`config.mk`:
```
export PLATFORM = sky130hd
export DESIGN_NAME = char_lcd_bus_write_sequencer_top
export DESIGN_NICKNAME = d
export VERILOG_FILES = /design/src/rtl/core/lcdbw_pkg.sv /design/src/rtl/core/lcdbw_digit_unit.sv /design/src/rtl/core/lcdbw_sequencer.sv /design/src/rtl/core/char_lcd_bus_write_sequencer_top.sv
export SDC_FILE = /design/constraint.sdc
export NUM_CORES = 1
export LEC_CHECK = 0
export ABC_AREA = 1
export BUFFER_PORTS_ARGS = -buffer_cell sky130_fd_sc_hd__clkbuf_2
export CAP_MARGIN = 10
export CORE_UTILIZATION = 55
export DETAILED_ROUTE_END_ITERATION = 10
export PLACE_DENSITY = 0.76
export SYNTH_ARGS = -nofsm -noshare
export SYNTH_HDL_FRONTEND = slang
export SYNTH_SLANG_ARGS = --single-unit
```
`constraint.sdc`:
```
create_clock -name clk -period 2.59 [get_ports clk]
set_input_delay 0.1295 -clock clk [delete_from_list [all_inputs] [get_ports clk]]
set_output_delay 0.1295 -clock clk [all_outputs]
set_load 0.05 [all_outputs]
```
`src/rtl/core/lcdbw_pkg.sv`:
```
package lcdbw_pkg;

    typedef enum logic [2:0] {
        OP_INIT   = 3'd0,
        OP_CMD    = 3'd1,
        OP_CHAR   = 3'd2,
        OP_NUMBER = 3'd3,
        OP_CLEAR  = 3'd4,
        OP_SHIFT  = 3'd5,
        OP_HOME   = 3'd6,
        OP_GOTO   = 3'd7
    } lcdbw_op_t;

    typedef enum logic [1:0] {
        S_IDLE,
        S_DIV,
        S_EMIT
    } lcdbw_state_t;

    localparam logic [7:0] FUNC_SET_8BIT  = 8'b0011_1000;
    localparam logic [7:0] FUNC_SET_4BIT  = 8'b0010_1000;
    localparam logic [7:0] DISPLAY_ON     = 8'b0000_1111;
    localparam logic [7:0] CLEAR_DISPLAY  = 8'b0000_0001;
    localparam logic [7:0] ENTRY_MODE     = 8'b0000_0110;
    localparam logic [7:0] SHIFT_LEFT     = 8'b0001_1000;
    localparam logic [7:0] SHIFT_RIGHT    = 8'b0001_1100;
    localparam logic [7:0] RETURN_HOME    = 8'b0000_0010;
    localparam logic [7:0] LINE0_BASE     = 8'h80;
    localparam logic [7:0] LINE1_BASE     = 8'hC0;
    localparam logic [7:0] ASCII_ZERO     = 8'h30;
    localparam logic [7:0] DEC_RADIX      = 8'd10;
    localparam logic [7:0] DEC_HUNDRED    = 8'd100;
    localparam logic [7:0] WAKE_NIBBLE    = 8'h02;

    localparam logic [15:0] WAIT_POWER_UP = 16'd40000;
    localparam logic [10:0] WAIT_SHORT    = 11'd45;
    localparam logic [10:0] WAIT_CURSOR   = 11'd50;
    localparam logic [10:0] WAIT_LONG     = 11'd2000;

    typedef struct packed {
        logic [2:0] operation;
        logic [7:0] value;
        logic       line_select;
        logic [5:0] cursor_column;
        logic       shift_direction;
    } lcdbw_op_item_t;

    typedef struct packed {
        logic        register_select;
        logic [7:0]  bus_value;
        logic [15:0] wait_before_us;
        logic [10:0] wait_after_us;
        logic        last_strobe;
    } lcdbw_strobe_t;

    typedef struct packed {
        logic       start;
        logic [7:0] value;
    } lcdbw_digit_ctrl_t;

    typedef struct packed {
        logic       done;
        logic [1:0] hundreds;
        logic [3:0] tens;
        logic [3:0] ones;
    } lcdbw_digit_stat_t;

endpackage

```
`src/rtl/core/lcdbw_digit_unit.sv`:
```
module lcdbw_digit_unit (
    input  logic                         clk,
    input  logic                         rst_n,
    input  lcdbw_pkg::lcdbw_digit_ctrl_t ctrl,
    output lcdbw_pkg::lcdbw_digit_stat_t stat
);

    logic       busy_reg, busy_next;
    logic       phase_reg, phase_next;
    logic       done_reg, done_next;
    logic [7:0] residual_reg, residual_next;
    logic [1:0] hund_reg, hund_next;
    logic [3:0] tens_reg, tens_next;

    logic [7:0] divisor;
    logic       ge;

    // shared compare/subtract: hundreds pass, then tens pass
    assign divisor = phase_reg ? lcdbw_pkg::DEC_RADIX : lcdbw_pkg::DEC_HUNDRED;
    assign ge      = residual_reg >= divisor;

    always_comb
    begin
        busy_next     = busy_reg;
        phase_next    = phase_reg;
        done_next     = 1'b0;
        residual_next = residual_reg;
        hund_next     = hund_reg;
        tens_next     = tens_reg;
        if (ctrl.start)
        begin
            busy_next     = 1'b1;
            phase_next    = 1'b0;
            residual_next = ctrl.value;
            hund_next     = 2'd0;
            tens_next     = 4'd0;
        end
        else if (busy_reg)
        begin
            if (ge)
            begin
                residual_next = residual_reg - divisor;
                if (phase_reg)
                    tens_next = tens_reg + 4'd1;
                else
                    hund_next = hund_reg + 2'd1;
            end
            else if (!phase_reg)
                phase_next = 1'b1;
            else
            begin
                busy_next = 1'b0;
                done_next = 1'b1;
            end
        end
    end

    always_ff @(posedge clk or negedge rst_n)
    begin
        if (!rst_n)
        begin
            busy_reg  <= 1'b0;
            phase_reg <= 1'b0;
            done_reg  <= 1'b0;
        end
        else
        begin
            busy_reg  <= busy_next;
            phase_reg <= phase_next;
            done_reg  <= done_next;
        end
    end

    always_ff @(posedge clk)
    begin
        residual_reg <= residual_next;
        hund_reg     <= hund_next;
        tens_reg     <= tens_next;
    end

    assign stat.done     = done_reg;
    assign stat.hundreds = hund_reg;
    assign stat.tens     = tens_reg;
    assign stat.ones     = residual_reg[3:0];

    a_done_rem: assert property (@(posedge clk) disable iff (!rst_n)
        done_reg |-> (residual_reg < lcdbw_pkg::DEC_RADIX))
        else $error("digit unit finished with remainder not below ten");

    a_done_idle: assert property (@(posedge clk) disable iff (!rst_n)
        done_reg |-> !busy_reg)
        else $error("digit unit done while still busy");

    a_tens_phase: assert property (@(posedge clk) disable iff (!rst_n)
        (busy_reg && phase_reg) |-> (residual_reg < lcdbw_pkg::DEC_HUNDRED))
        else $error("tens pass entered with hundreds left");

endmodule

```
`src/rtl/core/lcdbw_sequencer.sv`:
```
module lcdbw_sequencer (
    input  logic                         clk,
    input  logic                         rst_n,
    input  logic                         bus_mode,
    input  logic                         op_valid,
    output logic                         op_ready,
    input  lcdbw_pkg::lcdbw_op_item_t    op_data,
    output logic                         strobe_valid,
    input  logic                         strobe_ready,
    output lcdbw_pkg::lcdbw_strobe_t     strobe_data,
    output lcdbw_pkg::lcdbw_digit_ctrl_t dig_ctrl,
    input  lcdbw_pkg::lcdbw_digit_stat_t dig_stat
);

    typedef struct packed {
        logic        rs;
        logic [7:0]  data;
        logic [10:0] wait_after;
        logic        last;
    } byte_desc_t;

    lcdbw_pkg::lcdbw_state_t state_reg, state_next;

    logic [2:0] op_reg;
    logic [7:0] val_reg;
    logic       line_reg;
    logic [5:0] col_reg;
    logic       dir_reg;
    logic       mode_reg;
    logic [1:0] step_reg, step_next;
    logic       nib_reg, nib_next;
    logic       pre_reg, pre_next;
    logic       out_valid_reg, out_valid_next;
    lcdbw_pkg::lcdbw_strobe_t out_data_reg, out_data_next;

    logic       accept;
    logic       emit;
    byte_desc_t cur;

    assign accept = op_valid && op_ready;
    assign emit   = (state_reg == lcdbw_pkg::S_EMIT) && (!out_valid_reg || strobe_ready);

    always_comb
    begin
        cur = '{rs: 1'b0, data: 8'h00, wait_after: 11'd0, last: 1'b1};
        case (op_reg)
            lcdbw_pkg::OP_INIT:
            begin
                cur.last = (step_reg == 2'd3);
                case (step_reg)
                    2'd0:
                    begin
                        cur.data       = mode_reg ? lcdbw_pkg::FUNC_SET_4BIT
                                                  : lcdbw_pkg::FUNC_SET_8BIT;
                        cur.wait_after = lcdbw_pkg::WAIT_SHORT;
                    end
                    2'd1:
                    begin
                        cur.data       = lcdbw_pkg::DISPLAY_ON;
                        cur.wait_after = lcdbw_pkg::WAIT_SHORT;
                    end
                    2'd2:
                    begin
                        cur.data       = lcdbw_pkg::CLEAR_DISPLAY;
                        cur.wait_after = lcdbw_pkg::WAIT_LONG;
                    end
                    default:
                    begin
                        cur.data       = lcdbw_pkg::ENTRY_MODE;
                        cur.wait_after = lcdbw_pkg::WAIT_LONG;
                    end
                endcase
            end
            lcdbw_pkg::OP_CMD:
                cur.data = val_reg;
            lcdbw_pkg::OP_CHAR:
            begin
                cur.rs   = 1'b1;
                cur.data = val_reg;
            end
            lcdbw_pkg::OP_NUMBER:
            begin
                cur.rs   = 1'b1;
                cur.last = (step_reg == 2'd2);
                case (step_reg)
                    2'd0:    cur.data = lcdbw_pkg::ASCII_ZERO + {6'd0, dig_stat.hundreds};
                    2'd1:    cur.data = lcdbw_pkg::ASCII_ZERO + {4'd0, dig_stat.tens};
                    default: cur.data = lcdbw_pkg::ASCII_ZERO + {4'd0, dig_stat.ones};
                endcase
            end
            lcdbw_pkg::OP_CLEAR:
            begin
                cur.data       = lcdbw_pkg::CLEAR_DISPLAY;
                cur.wait_after = lcdbw_pkg::WAIT_LONG;
            end
            lcdbw_pkg::OP_SHIFT:
            begin
                cur.data       = dir_reg ? lcdbw_pkg::SHIFT_RIGHT : lcdbw_pkg::SHIFT_LEFT;
                cur.wait_after = lcdbw_pkg::WAIT_CURSOR;
            end
            lcdbw_pkg::OP_HOME:
            begin
                cur.data       = lcdbw_pkg::RETURN_HOME;
                cur.wait_after = lcdbw_pkg::WAIT_CURSOR;
            end
            default:
            begin
                cur.data       = (line_reg ? lcdbw_pkg::LINE1_BASE : lcdbw_pkg::LINE0_BASE)
                                 + {2'd0, col_reg};
                cur.wait_after = lcdbw_pkg::WAIT_CURSOR;
            end
        endcase
    end

    // next state
    always_comb
    begin
        state_next = state_reg;
        case (state_reg)
            lcdbw_pkg::S_IDLE:
                if (accept)
                    state_next = (op_data.operation == lcdbw_pkg::OP_NUMBER)
                                 ? lcdbw_pkg::S_DIV : lcdbw_pkg::S_EMIT;
            lcdbw_pkg::S_DIV:
                if (dig_stat.done)
                    state_next = lcdbw_pkg::S_EMIT;
            lcdbw_pkg::S_EMIT:
                if (emit && !pre_reg && cur.last && (!mode_reg || nib_reg))
                    state_next = lcdbw_pkg::S_IDLE;
            default:
                state_next = lcdbw_pkg::S_IDLE;
        endcase
    end

    // outputs and datapath
    always_comb
    begin
        op_ready       = (state_reg == lcdbw_pkg::S_IDLE);
        dig_ctrl.start = accept && (op_data.operation == lcdbw_pkg::OP_NUMBER);
        dig_ctrl.value = op_data.value;
        step_next      = step_reg;
        nib_next       = nib_reg;
        pre_next       = pre_reg;
        out_valid_next = out_valid_reg && !strobe_ready;
        out_data_next  = out_data_reg;

        if (accept)
        begin
            step_next = 2'd0;
            nib_next  = 1'b0;
            pre_next  = (op_data.operation == lcdbw_pkg::OP_INIT) && bus_mode;
        end
        else if ((state_reg == lcdbw_pkg::S_DIV) && dig_stat.done)
        begin
            if (dig_stat.hundreds != 2'd0)
                step_next = 2'd0;
            else if (dig_stat.tens != 4'd0)
                step_next = 2'd1;
            else
                step_next = 2'd2;
        end

        if (emit)
        begin
            out_valid_next                = 1'b1;
            out_data_next.register_select = cur.rs;
            out_data_next.wait_before_us  = 16'd0;
            out_data_next.wait_after_us   = 11'd0;
            out_data_next.last_strobe     = 1'b0;
            if (pre_reg)
            begin
                out_data_next.register_select = 1'b0;
                out_data_next.bus_value       = lcdbw_pkg::WAKE_NIBBLE;
                out_data_next.wait_before_us  = lcdbw_pkg::WAIT_POWER_UP;
                pre_next                      = 1'b0;
            end
            else if (!mode_reg)
            begin
                out_data_next.bus_value     = cur.data;
                out_data_next.wait_after_us = cur.wait_after;
                out_data_next.last_strobe   = cur.last;
                if ((op_reg == lcdbw_pkg::OP_INIT) && (step_reg == 2'd0))
                    out_data_next.wait_before_us = lcdbw_pkg::WAIT_POWER_UP;
                step_next = step_reg + 2'd1;
            end
            else if (!nib_reg)
            begin
                out_data_next.bus_value = {4'd0, cur.data[7:4]};
                nib_next                = 1'b1;
            end
            else
            begin
                out_data_next.bus_value     = {4'd0, cur.data[3:0]};
                out_data_next.wait_after_us = cur.wait_after;
                out_data_next.last_strobe   = cur.last;
                nib_next                    = 1'b0;
                step_next                   = step_reg + 2'd1;
            end
        end
    end

    always_ff @(posedge clk or negedge rst_n)
    begin
        if (!rst_n)
        begin
            state_reg     <= lcdbw_pkg::S_IDLE;
            step_reg      <= 2'd0;
            nib_reg       <= 1'b0;
            pre_reg       <= 1'b0;
            out_valid_reg <= 1'b0;
        end
        else
        begin
            state_reg     <= state_next;
            step_reg      <= step_next;
            nib_reg       <= nib_next;
            pre_reg       <= pre_next;
            out_valid_reg <= out_valid_next;
        end
    end

    always_ff @(posedge clk)
    begin
        out_data_reg <= out_data_next;
        if (accept)
        begin
            op_reg   <= op_data.operation;
            val_reg  <= op_data.value;
            line_reg <= op_data.line_select;
            col_reg  <= op_data.cursor_column;
            dir_reg  <= op_data.shift_direction;
            mode_reg <= bus_mode;
        end
    end

    assign strobe_valid = out_valid_reg;
    assign strobe_data  = out_data_reg;

    a_last_to_idle: assert property (@(posedge clk) disable iff (!rst_n)
        (emit && !pre_reg && cur.last && (!mode_reg || nib_reg))
        |=> (state_reg == lcdbw_pkg::S_IDLE))
        else $error("sequencer did not return to idle after final strobe");

    a_byte_mode_phase: assert property (@(posedge clk) disable iff (!rst_n)
        (state_reg != lcdbw_pkg::S_IDLE && !mode_reg) |-> (!nib_reg && !pre_reg))
        else $error("nibble phase active on 8-bit bus");

    a_wait_before: assert property (@(posedge clk) disable iff (!rst_n)
        (out_valid_reg && (out_data_reg.wait_before_us != 16'd0))
        |-> (op_reg == lcdbw_pkg::OP_INIT))
        else $error("power-up wait on non-init transaction");

endmodule

```
`src/rtl/core/char_lcd_bus_write_sequencer_top.sv`:
```
// Character LCD bus write sequencer. Each accepted operation is expanded into
// enable-strobe transactions (register select, bus value, waits, last mark), one
// per cycle while the output side keeps taking them; the port takes no new
// operation until the final strobe of the current one has been loaded into the
// output register. A non-number operation yields 1 to 9 strobes. A number
// operation first runs a shared compare/subtract unit that peels off hundreds
// and then tens before its 1 to 6 strobes. cfg_ready is always high; bus_mode
// is sampled at the start of each operation.
module char_lcd_bus_write_sequencer_top (
    input  logic                     clk,
    input  logic                     rst_n,
    input  logic                     cfg_valid,
    output logic                     cfg_ready,
    input  logic                     cfg_data,
    input  logic                     op_valid,
    output logic                     op_ready,
    input  lcdbw_pkg::lcdbw_op_item_t op_data,
    output logic                     strobe_valid,
    input  logic                     strobe_ready,
    output lcdbw_pkg::lcdbw_strobe_t strobe_data
);

    logic bus_mode_reg;

    lcdbw_pkg::lcdbw_digit_ctrl_t dig_ctrl;
    lcdbw_pkg::lcdbw_digit_stat_t dig_stat;

    assign cfg_ready = 1'b1;

    always_ff @(posedge clk or negedge rst_n)
    begin
        if (!rst_n)
            bus_mode_reg <= 1'b0;
        else if (cfg_valid && cfg_ready)
            bus_mode_reg <= cfg_data;
    end

    lcdbw_digit_unit u_digit (
        .clk   (clk),
        .rst_n (rst_n),
        .ctrl  (dig_ctrl),
        .stat  (dig_stat)
    );

    lcdbw_sequencer u_seq (
        .clk          (clk),
        .rst_n        (rst_n),
        .bus_mode     (bus_mode_reg),
        .op_valid     (op_valid),
        .op_ready     (op_ready),
        .op_data      (op_data),
        .strobe_valid (strobe_valid),
        .strobe_ready (strobe_ready),
        .strobe_data  (strobe_data),
        .dig_ctrl     (dig_ctrl),
        .dig_stat     (dig_stat)
    );

endmodule

```
## Word level (Yosys, flattened, before mapping)

Index checks and enable logic that the tools add are counted.

- $add $sub $neg: 8
- $lt $le $gt $ge: 1
- Equality and inequality tests: 16
- Mux-type cells: 52
- Bitwise logic cells: 1
- Reduce and logical (&&, ||, !) cells: 33

Operators by type and width:

| operator | number |
|---|---|
| one-hot mux 19 bit (3 select lines) | 1 |
| one-hot mux 8 bit (6 select lines) | 1 |
| one-hot mux 11 bit (3 select lines) | 1 |
| two-way mux 16 bit | 2 |
| two-way mux 8 bit | 4 |
| two-way mux 12 bit | 2 |
| two-way mux 2 bit | 12 |
| two-way mux 1 bit | 21 |
| one-hot mux 8 bit (2 select lines) | 1 |
| adder 6 x 4 -> 7 bit (first input constant) | 2 |
| two-way mux 7 bit | 2 |
| logical AND 1 bit | 10 |
| equality test 3 x 2 -> 1 bit (second input constant) | 3 |
| equality test 3 bit (second input constant) | 3 |
| AND reduction 3 bit | 3 |
| adder 8 x 6 -> 8 bit | 1 |
| >= comparator 8 bit | 1 |
| subtractor 8 bit | 1 |
| adder 6 x 2 -> 7 bit (first input constant) | 1 |
| equality test 2 bit (second input constant) | 3 |
| logical NOT 3 bit | 2 |
| inequality test 2 bit (second input constant) | 3 |
| one-hot mux 2 bit (3 select lines) | 1 |
| nonzero test 2 bit | 3 |
| other kinds (17) | 27 |

- Register bits: 82
- Bits of input ports: 25
- Output and inout bits: 40
- Word-level logic and storage cells: 135

## Logic depth before layout (Yosys ltp)

Gate-level depths: netlist (run 1).

- Depth after elaboration: 9
- Depth in mapped cells: 11
- Depth with buffers taken out: 11

## Hierarchy

Synthesis (run 1) repeated with hierarchy kept, for this count alone.

- Cell total of the unflattened synthesis: 399
- Area, all modules: 3469.6 µm²

By module, submodules not included:

| module | times used | cells each | area an instance (µm²) | seq. area each (µm²) |
|---|---|---|---|---|
| lcdbw_sequencer | 1 | 253 | 2347.3 | 1256.2 |
| lcdbw_digit_unit | 1 | 139 | 1071.0 | 435.4 |
| char_lcd_bus_write_sequencer_top | 1 | 7 | 51.3 | 25.0 |

## Least setup slack after synthesis (run 1)

OpenSTA, ideal clock, no wires.

- Kind: flip-flop to flip-flop
- From: register u_digit.phase_reg
- To: register u_digit.residual_reg[1] (enable)
- Library setup time: 0.373 ns
- Arrival: 1.798 ns
- Required time: 2.217 ns
- Setup slack: 0.419 ns
- Stages on the path, launching flop included: 9
- Path buffers: 0
- Clock period less this slack: 2.171 ns
- Cell sequence: dfrtp_1 inv_1 ha_1 nand2_1 nor2_1 nand2_1 nand3_4 nor2_2 a21oi_1

- Cells in the longest elaborated chain, start to end: 4

Ends and longest elaborated chain:

| element | line | RTL |
|---|---|---|
| from (decl) | lcdbw_digit_unit.sv:9 | `logic phase_reg, phase_next;` |
| from (signal assigned) | lcdbw_digit_unit.sv:69 | `phase_reg <= phase_next;` |
| two-way mux 7 bit | lcdbw_digit_unit.sv:19 | `assign divisor = phase_reg ? lcdbw_pkg::DEC_RADIX : lcdbw_pkg::DEC_HUNDRED;` |
| >= comparator 8 bit | lcdbw_digit_unit.sv:20 | `assign ge = residual_reg >= divisor;` |
| nonzero test 2 bit (no line) | - |  |
| AND reduction 2 bit (no line) | - |  |
| to (signal assigned) | lcdbw_digit_unit.sv:76 | `residual_reg <= residual_next;` |
| to (decl) | lcdbw_digit_unit.sv:11 | `logic [7:0] residual_reg, residual_next;` |

Every way passes these cells.
A chain may end at the register's enable or synchronous reset.

## Final worst setup path (run 1)

Same ends and word-level chain as after synthesis.

==> reports/metrics.yaml, run 1 <==
outcome:
  outcome: "completed"
min_path:
  worstHoldPathType: "input port to flop"
  hp-start: "op_data[9]"
layout:
  antenna_cells: 0
  drive_gt1_share_pct: 21.66
  fin_nets: 468
  largest_reg_flops: 16
  final_common_cell: "nand2_1"
  area_growth_pct: 16.97
  final_cell_mix: "nand2_1 (79), clkbuf_2 (52), edfxtp_1 (44)"
worst_setup_path:
  critPathMaxStageDelay_ns: 0.52
  startpoint_type: "flop"
  crit-reg2reg-launch: "u_digit.phase_reg"
  path_common_cell: "nand2_1"
  cp_slowest_cell: "dfrtp_1"
  crit_start: "u_digit.phase_reg"
  crit_fanout: 10
  crit_buf_inv: 1
  arrival_ns: 2.27
  crit_family: "simple AND/OR/NAND/NOR gates"
  critPathKind: "flop to flop"
  cp.required_ns: 2.58
  end_kind: "flop"
  cp_cell_sequence: "inv_1, ha_1, nand2_1, nor2_1, nand2_1, nand3_4, nor2_2, a21oi_2"
logic_synthesis:
  syn_inst: 362
  ys_seq_area_share_pct: 51.27
  yosys_register_bits: 61
  synth-edff-count: 44
  syn_area_um2: 3348
  syn_avg_cell_area_um2: 9.249
  synth_cell_types: 44
  ys_warn_count: 0
  synth_ff_type: "edfxtp_1"
  async_flop_share_pct: 18.03
timing:
  min_period_ns: 2.283
  skew_ns: 0.006604
  fmax_mhz: 438.0
  worst_pin_slew_ns: 0.8010
  fin_crit_sh_pct: 88.14
  slew_headroom_pct: 46.54
  setup_viol: 0
  maxSlewViolCount: 0
  hold_viol: 0
  setup_tns_ns: 0
  worst_slack_ns: 0.3071
  rsz0062_at_grt: "no"
die:
  core_area_um2: 5886
  initial_core_util_pct: 56.89
  fp-row-count: 28
  die_width_um: 80.03
  die-area_um2: 6404
  ios: 65
  die_h_um: 80.03
routing:
  wl_per_cell_um: 13.02
  wl_met1_um: 2735
  first_iter_violations: 142
  routed_wl_um: 6626
  firstDrtPassIters: 4
  top_layer: "met4"
  met3WireLength_um: 334
  vias_per_cell: 5.077
  met2RoutedLength_um: 3411
  drc: 0
  drtAntennaViolNets: 0
  vias: 2584
global_routing:
  grt_pass1_wl_um: 10850
  grt_max_degree: 22
  grt_pass1_vias: 2395
  grt_antenna_before_repair: 0
  grt_util_all_layers_pct: 23.04
  overflow: 0
cts:
  clock_latency_ns: 0.33
  post_cts_buffers: 0
  htreeDepth: 3
  cts_root_buf: "clkbuf_8"
  cts.sinks: 61
  clk_path_buf_depth: 2
  cts.clk_slew.worst_paths_ns: 0.06
  numCtsBuffers: 9
  cts_tree: "done"
placed_design:
  place_congestion: 0.8517
  port_buffers: 52
  pre_cts_ws_ns: 0.1145
  dpl.hpwl_um: 4897
power_and_ir_drop:
  powerDensity_nw_per_um2: 1272
  power_leakage_nw: 1.840
  irDropWorstVdd_v: 0.0007943
flow_run:
  max_cap_violations: 0
==> synth_stat cells, types with 2 or more instances <==
master,instances,area [µm²]
inv_1,38,142.6
nor2_2,6,37.54
nor3_1,3,15.01
o21ai_0,18,90.09
buf_4,23,172.7
ha_1,13,162.7
nand4_1,6,37.54
inv_2,6,22.52
edfxtp_1,44,1321
and3_1,2,12.51
nand2_2,3,18.77
nor2_4,2,22.52
xor2_1,3,26.28
o21bai_1,2,15.01
a21oi_1,14,70.07
nand3_1,18,90.09
dfrtp_1,11,275.3
nand3b_1,3,22.52
nand2_4,2,22.52
dfxtp_1,6,120.1
nor2_1,36,135.1
conb_1,2,7.510
a21oi_2,2,17.52
nand2_1,79,296.5
==> layer usage <==
layer | GRT usage, % | up-vias
met2 | 40.43 | 85
met4 | 11.25 | 0
met1 | 26.74 | 1186
met3 | 4.571 | 15
li1 | - | 1298
met5 | 0 | -
==> worst reg2reg max path, delay by kind of cell, from the launching register on <==
kind                     cells  cell delay [ns]
AND/OR/NAND/NOR              5             0.55
adder cells (fa/ha/maj)      1             0.40
buffers and inverters        1             0.15
AO/OA/AOI/OAI                1             0.33
flip-flops                   1             0.52
==> worst paths after layout <==
| kind | to | slack, ns | depth (start not counted) |
|---|---|---|---|
| max | u_digit.residual_reg[1] | 0.31 | 8 |
| min | u_seq.val_reg[1] | 0.01 | 1 |
| max in group asynchronous | u_seq.state_reg[0] | 2.15 | 2 |
| max reg2reg | u_digit.residual_reg[1] | 0.31 | 8 |
| min in group asynchronous | u_seq.strobe_valid | 0.20 | 2 |
| min reg2reg | u_digit.hund_reg[1] | 0.47 | 2 |
==> area by class of cell <==
cell class              count  area (µm²)
clock buffers              13       158.9
clock inverters             3       12.51
fillers                   497        1969
inverters                  44       165.2
multi-input cells         242        1319
flip-flops and latches     61        1717
well taps                  75       93.84
repair buffers             71       450.4
==> cell families (layout without fill, tap and decap cells) <==
logic type | after synthesis | in the layout | share of synthesized area, %
flops | 61 | 61 | 51.27
buf+inv | 69 | 131 | 10.58
mux | 1 | 1 | 0.3363
xor+xnor | 4 | 4 | 1.047
fa+ha+maj | 14 | 14 | 5.456
simple gates | 167 | 167 | 23.62
other cells | 2 | 12 | 0.2243
compound gates | 44 | 44 | 7.474
==> where the power goes <==
group | total (mW) | internal, mW | switching (mW)
Combinational | 2.50 | 0.722 | 1.78
Clock | 0.734 | 0.392 | 0.342
Sequential | 1.75 | 1.51 | 0.234
Total | 4.98 | 2.63 | 2.35
==> metrics by stage <==
stage	util (%)	hold WS [ns]	instances	total power, mW	area [µm²]
3_5_place_dp	60.33	0.02958	474	4.241	3551
2_1_floorplan	-	-0.1661	372	3.781	3386
3_3_place_gp	60.33	0.03164	474	4.183	3551
5_1_grt	66.54	0.005016	509	5.346	3916
6_report	66.54	0.009790	509	4.980	3916
4_1_cts	66.48	0.003504	509	4.997	3913
==> what timing repair did <==
item	4_1_cts	5_1_grt
setup endpoints to repair	0	7
gates resized for setup	0	1
endpoints found under the hold margin	29	0
hold buffers	19	0
No activity file was read; power rests on OpenSTA's default activity.
==> run 2, diff against run 1 <==
--- a/config.mk
+++ b/config.mk
@@ -10,6 +10,7 @@
 export CAP_MARGIN = 10
 export CORE_UTILIZATION = 55
 export DETAILED_ROUTE_END_ITERATION = 10
+export HOLD_SLACK_MARGIN = 0.03
 export PLACE_DENSITY = 0.76
 export SYNTH_ARGS = -nofsm -noshare
 export SYNTH_HDL_FRONTEND = slang
==> run 2 against run 1 <==
Compared with the run above:
- flip-flop and latch count stayed put
- clock power is essentially flat
- clock skew rose by 0.00094 ns
- core utilization grew 0.51 points
==> reports/metrics.yaml, run 2 (synthesized netlist as in run 1, its figures left out) <==
layout:
  largest_reg_flops: 16
  area.sequential_um2: 1717
  antenna_cells: 0
  multi_input_area_um2: 1319
  area_growth_pct: 17.86
  final_cell_mix: "nand2_1 (79), clkbuf_2 (52), edfxtp_1 (44)"
  final_common_cell: "nand2_1"
  post-route-cell-area_um2: 3946
  drive_gt1_share_pct: 21.51
  fin_nets: 471
  final_core_util_pct: 67.05
  final.fill_count: 489
routing:
  wl_per_cell_um: 13.03
  drc: 0
  vias: 2595
  firstDrtPassIters: 4
  vias_per_cell: 5.068
  drtAntennaViolNets: 0
  first_iter_violations: 141
  routed_wl_um: 6671
min_path:
  worstHoldPathType: "input port to flop"
timing:
  skew_ns: 0.007543
  min_period_ns: 2.270
  fin_crit_sh_pct: 87.65
  fmax_mhz: 440.5
  setup_tns_ns: 0
  worst_pin_slew_ns: 0.8166
  hold_ws_ns: 0.04724
  maxSlewViolCount: 0
  slew_headroom_pct: 45.50
  worst_slack_ns: 0.3199
  setup_viol: 0
  hold_viol: 0
  rsz0062_at_grt: "no"
power_and_ir_drop:
  power_frac_comb_pct: 50.2
  p_sw_mw: 2.355
  power_leakage_nw: 1.852
  powerDensity_nw_per_um2: 1263
  p_clk_share_pct: 14.8
  p_sw_share_pct: 47.26
  seqPwrFrac_pct: 35.0
  irDropWorstVdd_v: 0.0007964
  p_int_mw: 2.628
cts:
  clk_path_buf_depth: 2
  post_cts_buffers: 0
  cts.sinks: 61
  clock_latency_ns: 0.33
  cts.clk_slew.worst_paths_ns: 0.07
  numCtsBuffers: 9
  cts_root_buf: "clkbuf_8"
  htreeDepth: 3
  cts_tree: "done"
worst_setup_path:
  critPathMaxStageDelay_ns: 0.52
  cp.required_ns: 2.58
  critPathKind: "flop to flop"
  path_common_cell: "nand2_1"
  end_kind: "flop"
  crit_fanout: 10
  cp_cell_sequence: "inv_1, ha_1, nand2_1, nor2_1, nand2_1, nand3_4, nor2_2, a21oi_2"
  startpoint_type: "flop"
  cp_slowest_cell: "dfrtp_1"
  arrival_ns: 2.26
die:
  die_h_um: 80.03
  ios: 65
  core_area_um2: 5886
  die-area_um2: 6404
  fp-row-count: 28
  die_width_um: 80.03
  initial_core_util_pct: 56.89
placed_design:
  dpl.hpwl_um: 4897
  place_congestion: 0.8517
  pre_cts_ws_ns: 0.1145
  placed_cell_area_um2: 3551
  port_buffers: 52
global_routing:
  overflow: 0
  grt_antenna_before_repair: 0
  grt_pass1_vias: 2441
  grt_max_degree: 22
  grt_pass1_wl_um: 11000
  grt_util_all_layers_pct: 23.36
outcome:
  outcome: "completed"
flow_run:
  max_cap_violations: 0
## run 2: through the flow
step / power, mW / instances
global placement: 4.183 / 474
global route: 5.351 / 512
finish: 4.983 / 512
detailed placement: 4.241 / 474
floorplan: 3.781 / 372
CTS: 5.000 / 512
## run 2: repair_timing
action	CTS	global route
endpoints found under the hold margin	32	0
endpoints found under the setup margin	0	7
hold buffers	22	0
gates resized for setup	0	1
## run 2: critical path: cells and delay by family (launching register included)
family / cells / cell delay (ns)
fa+ha+maj: 1 / 0.40
buf+inv: 1 / 0.14
compound gates: 1 / 0.32
flops: 1 / 0.52
simple gates: 5 / 0.55
## run 2: area by class of cell
class                           instances  area share (%)
Timing Repair Buffer                   74           12.18
Clock buffer                           13           4.027
Multi-Input combinational cell        242           33.42
Clock inverter                          3          0.3171
Inverter                               44           4.185
Tap cell                               75           2.378
Sequential cell                        61           43.50
## run 2: power by group through the flow
stage	clock [mW]	sequential (mW)	combinational, mW
after floorplan	0	2.08	1.70
after global placement	0	1.75	2.43
after detailed placement	0	1.77	2.47
after CTS	0.746	1.75	2.50
after global routing	0.781	1.79	2.78
final	0.735	1.74	2.50
## run 2: path summary, 6_finish.rpt
kind / endpoint / depth (start not counted) / slack [ns] / startpoint
setup reg to reg: u_digit.residual_reg[1] / 8 / 0.32 / u_digit.phase_reg
hold reg to reg: u_digit.hund_reg[1] / 2 / 0.47 / u_digit.hund_reg[1]
max in group asynchronous: u_seq.state_reg[0] / 2 / 2.16 / rst_n
min in group asynchronous: u_seq.strobe_valid / 2 / 0.20 / rst_n
setup / recovery: u_digit.residual_reg[1] / 8 / 0.32 / u_digit.phase_reg
hold / removal: bus_mode_reg / 2 / 0.05 / cfg_valid
## run 2: layer usage
layer | GRT usage, % | vias up | wire length, µm
met5 | 0 | - | 0
met4 | 11.96 | 0 | 178
met3 | 4.686 | 17 | 323
met2 | 41.11 | 92 | 3440
met1 | 26.74 | 1185 | 2729
li1 | - | 1301 | -
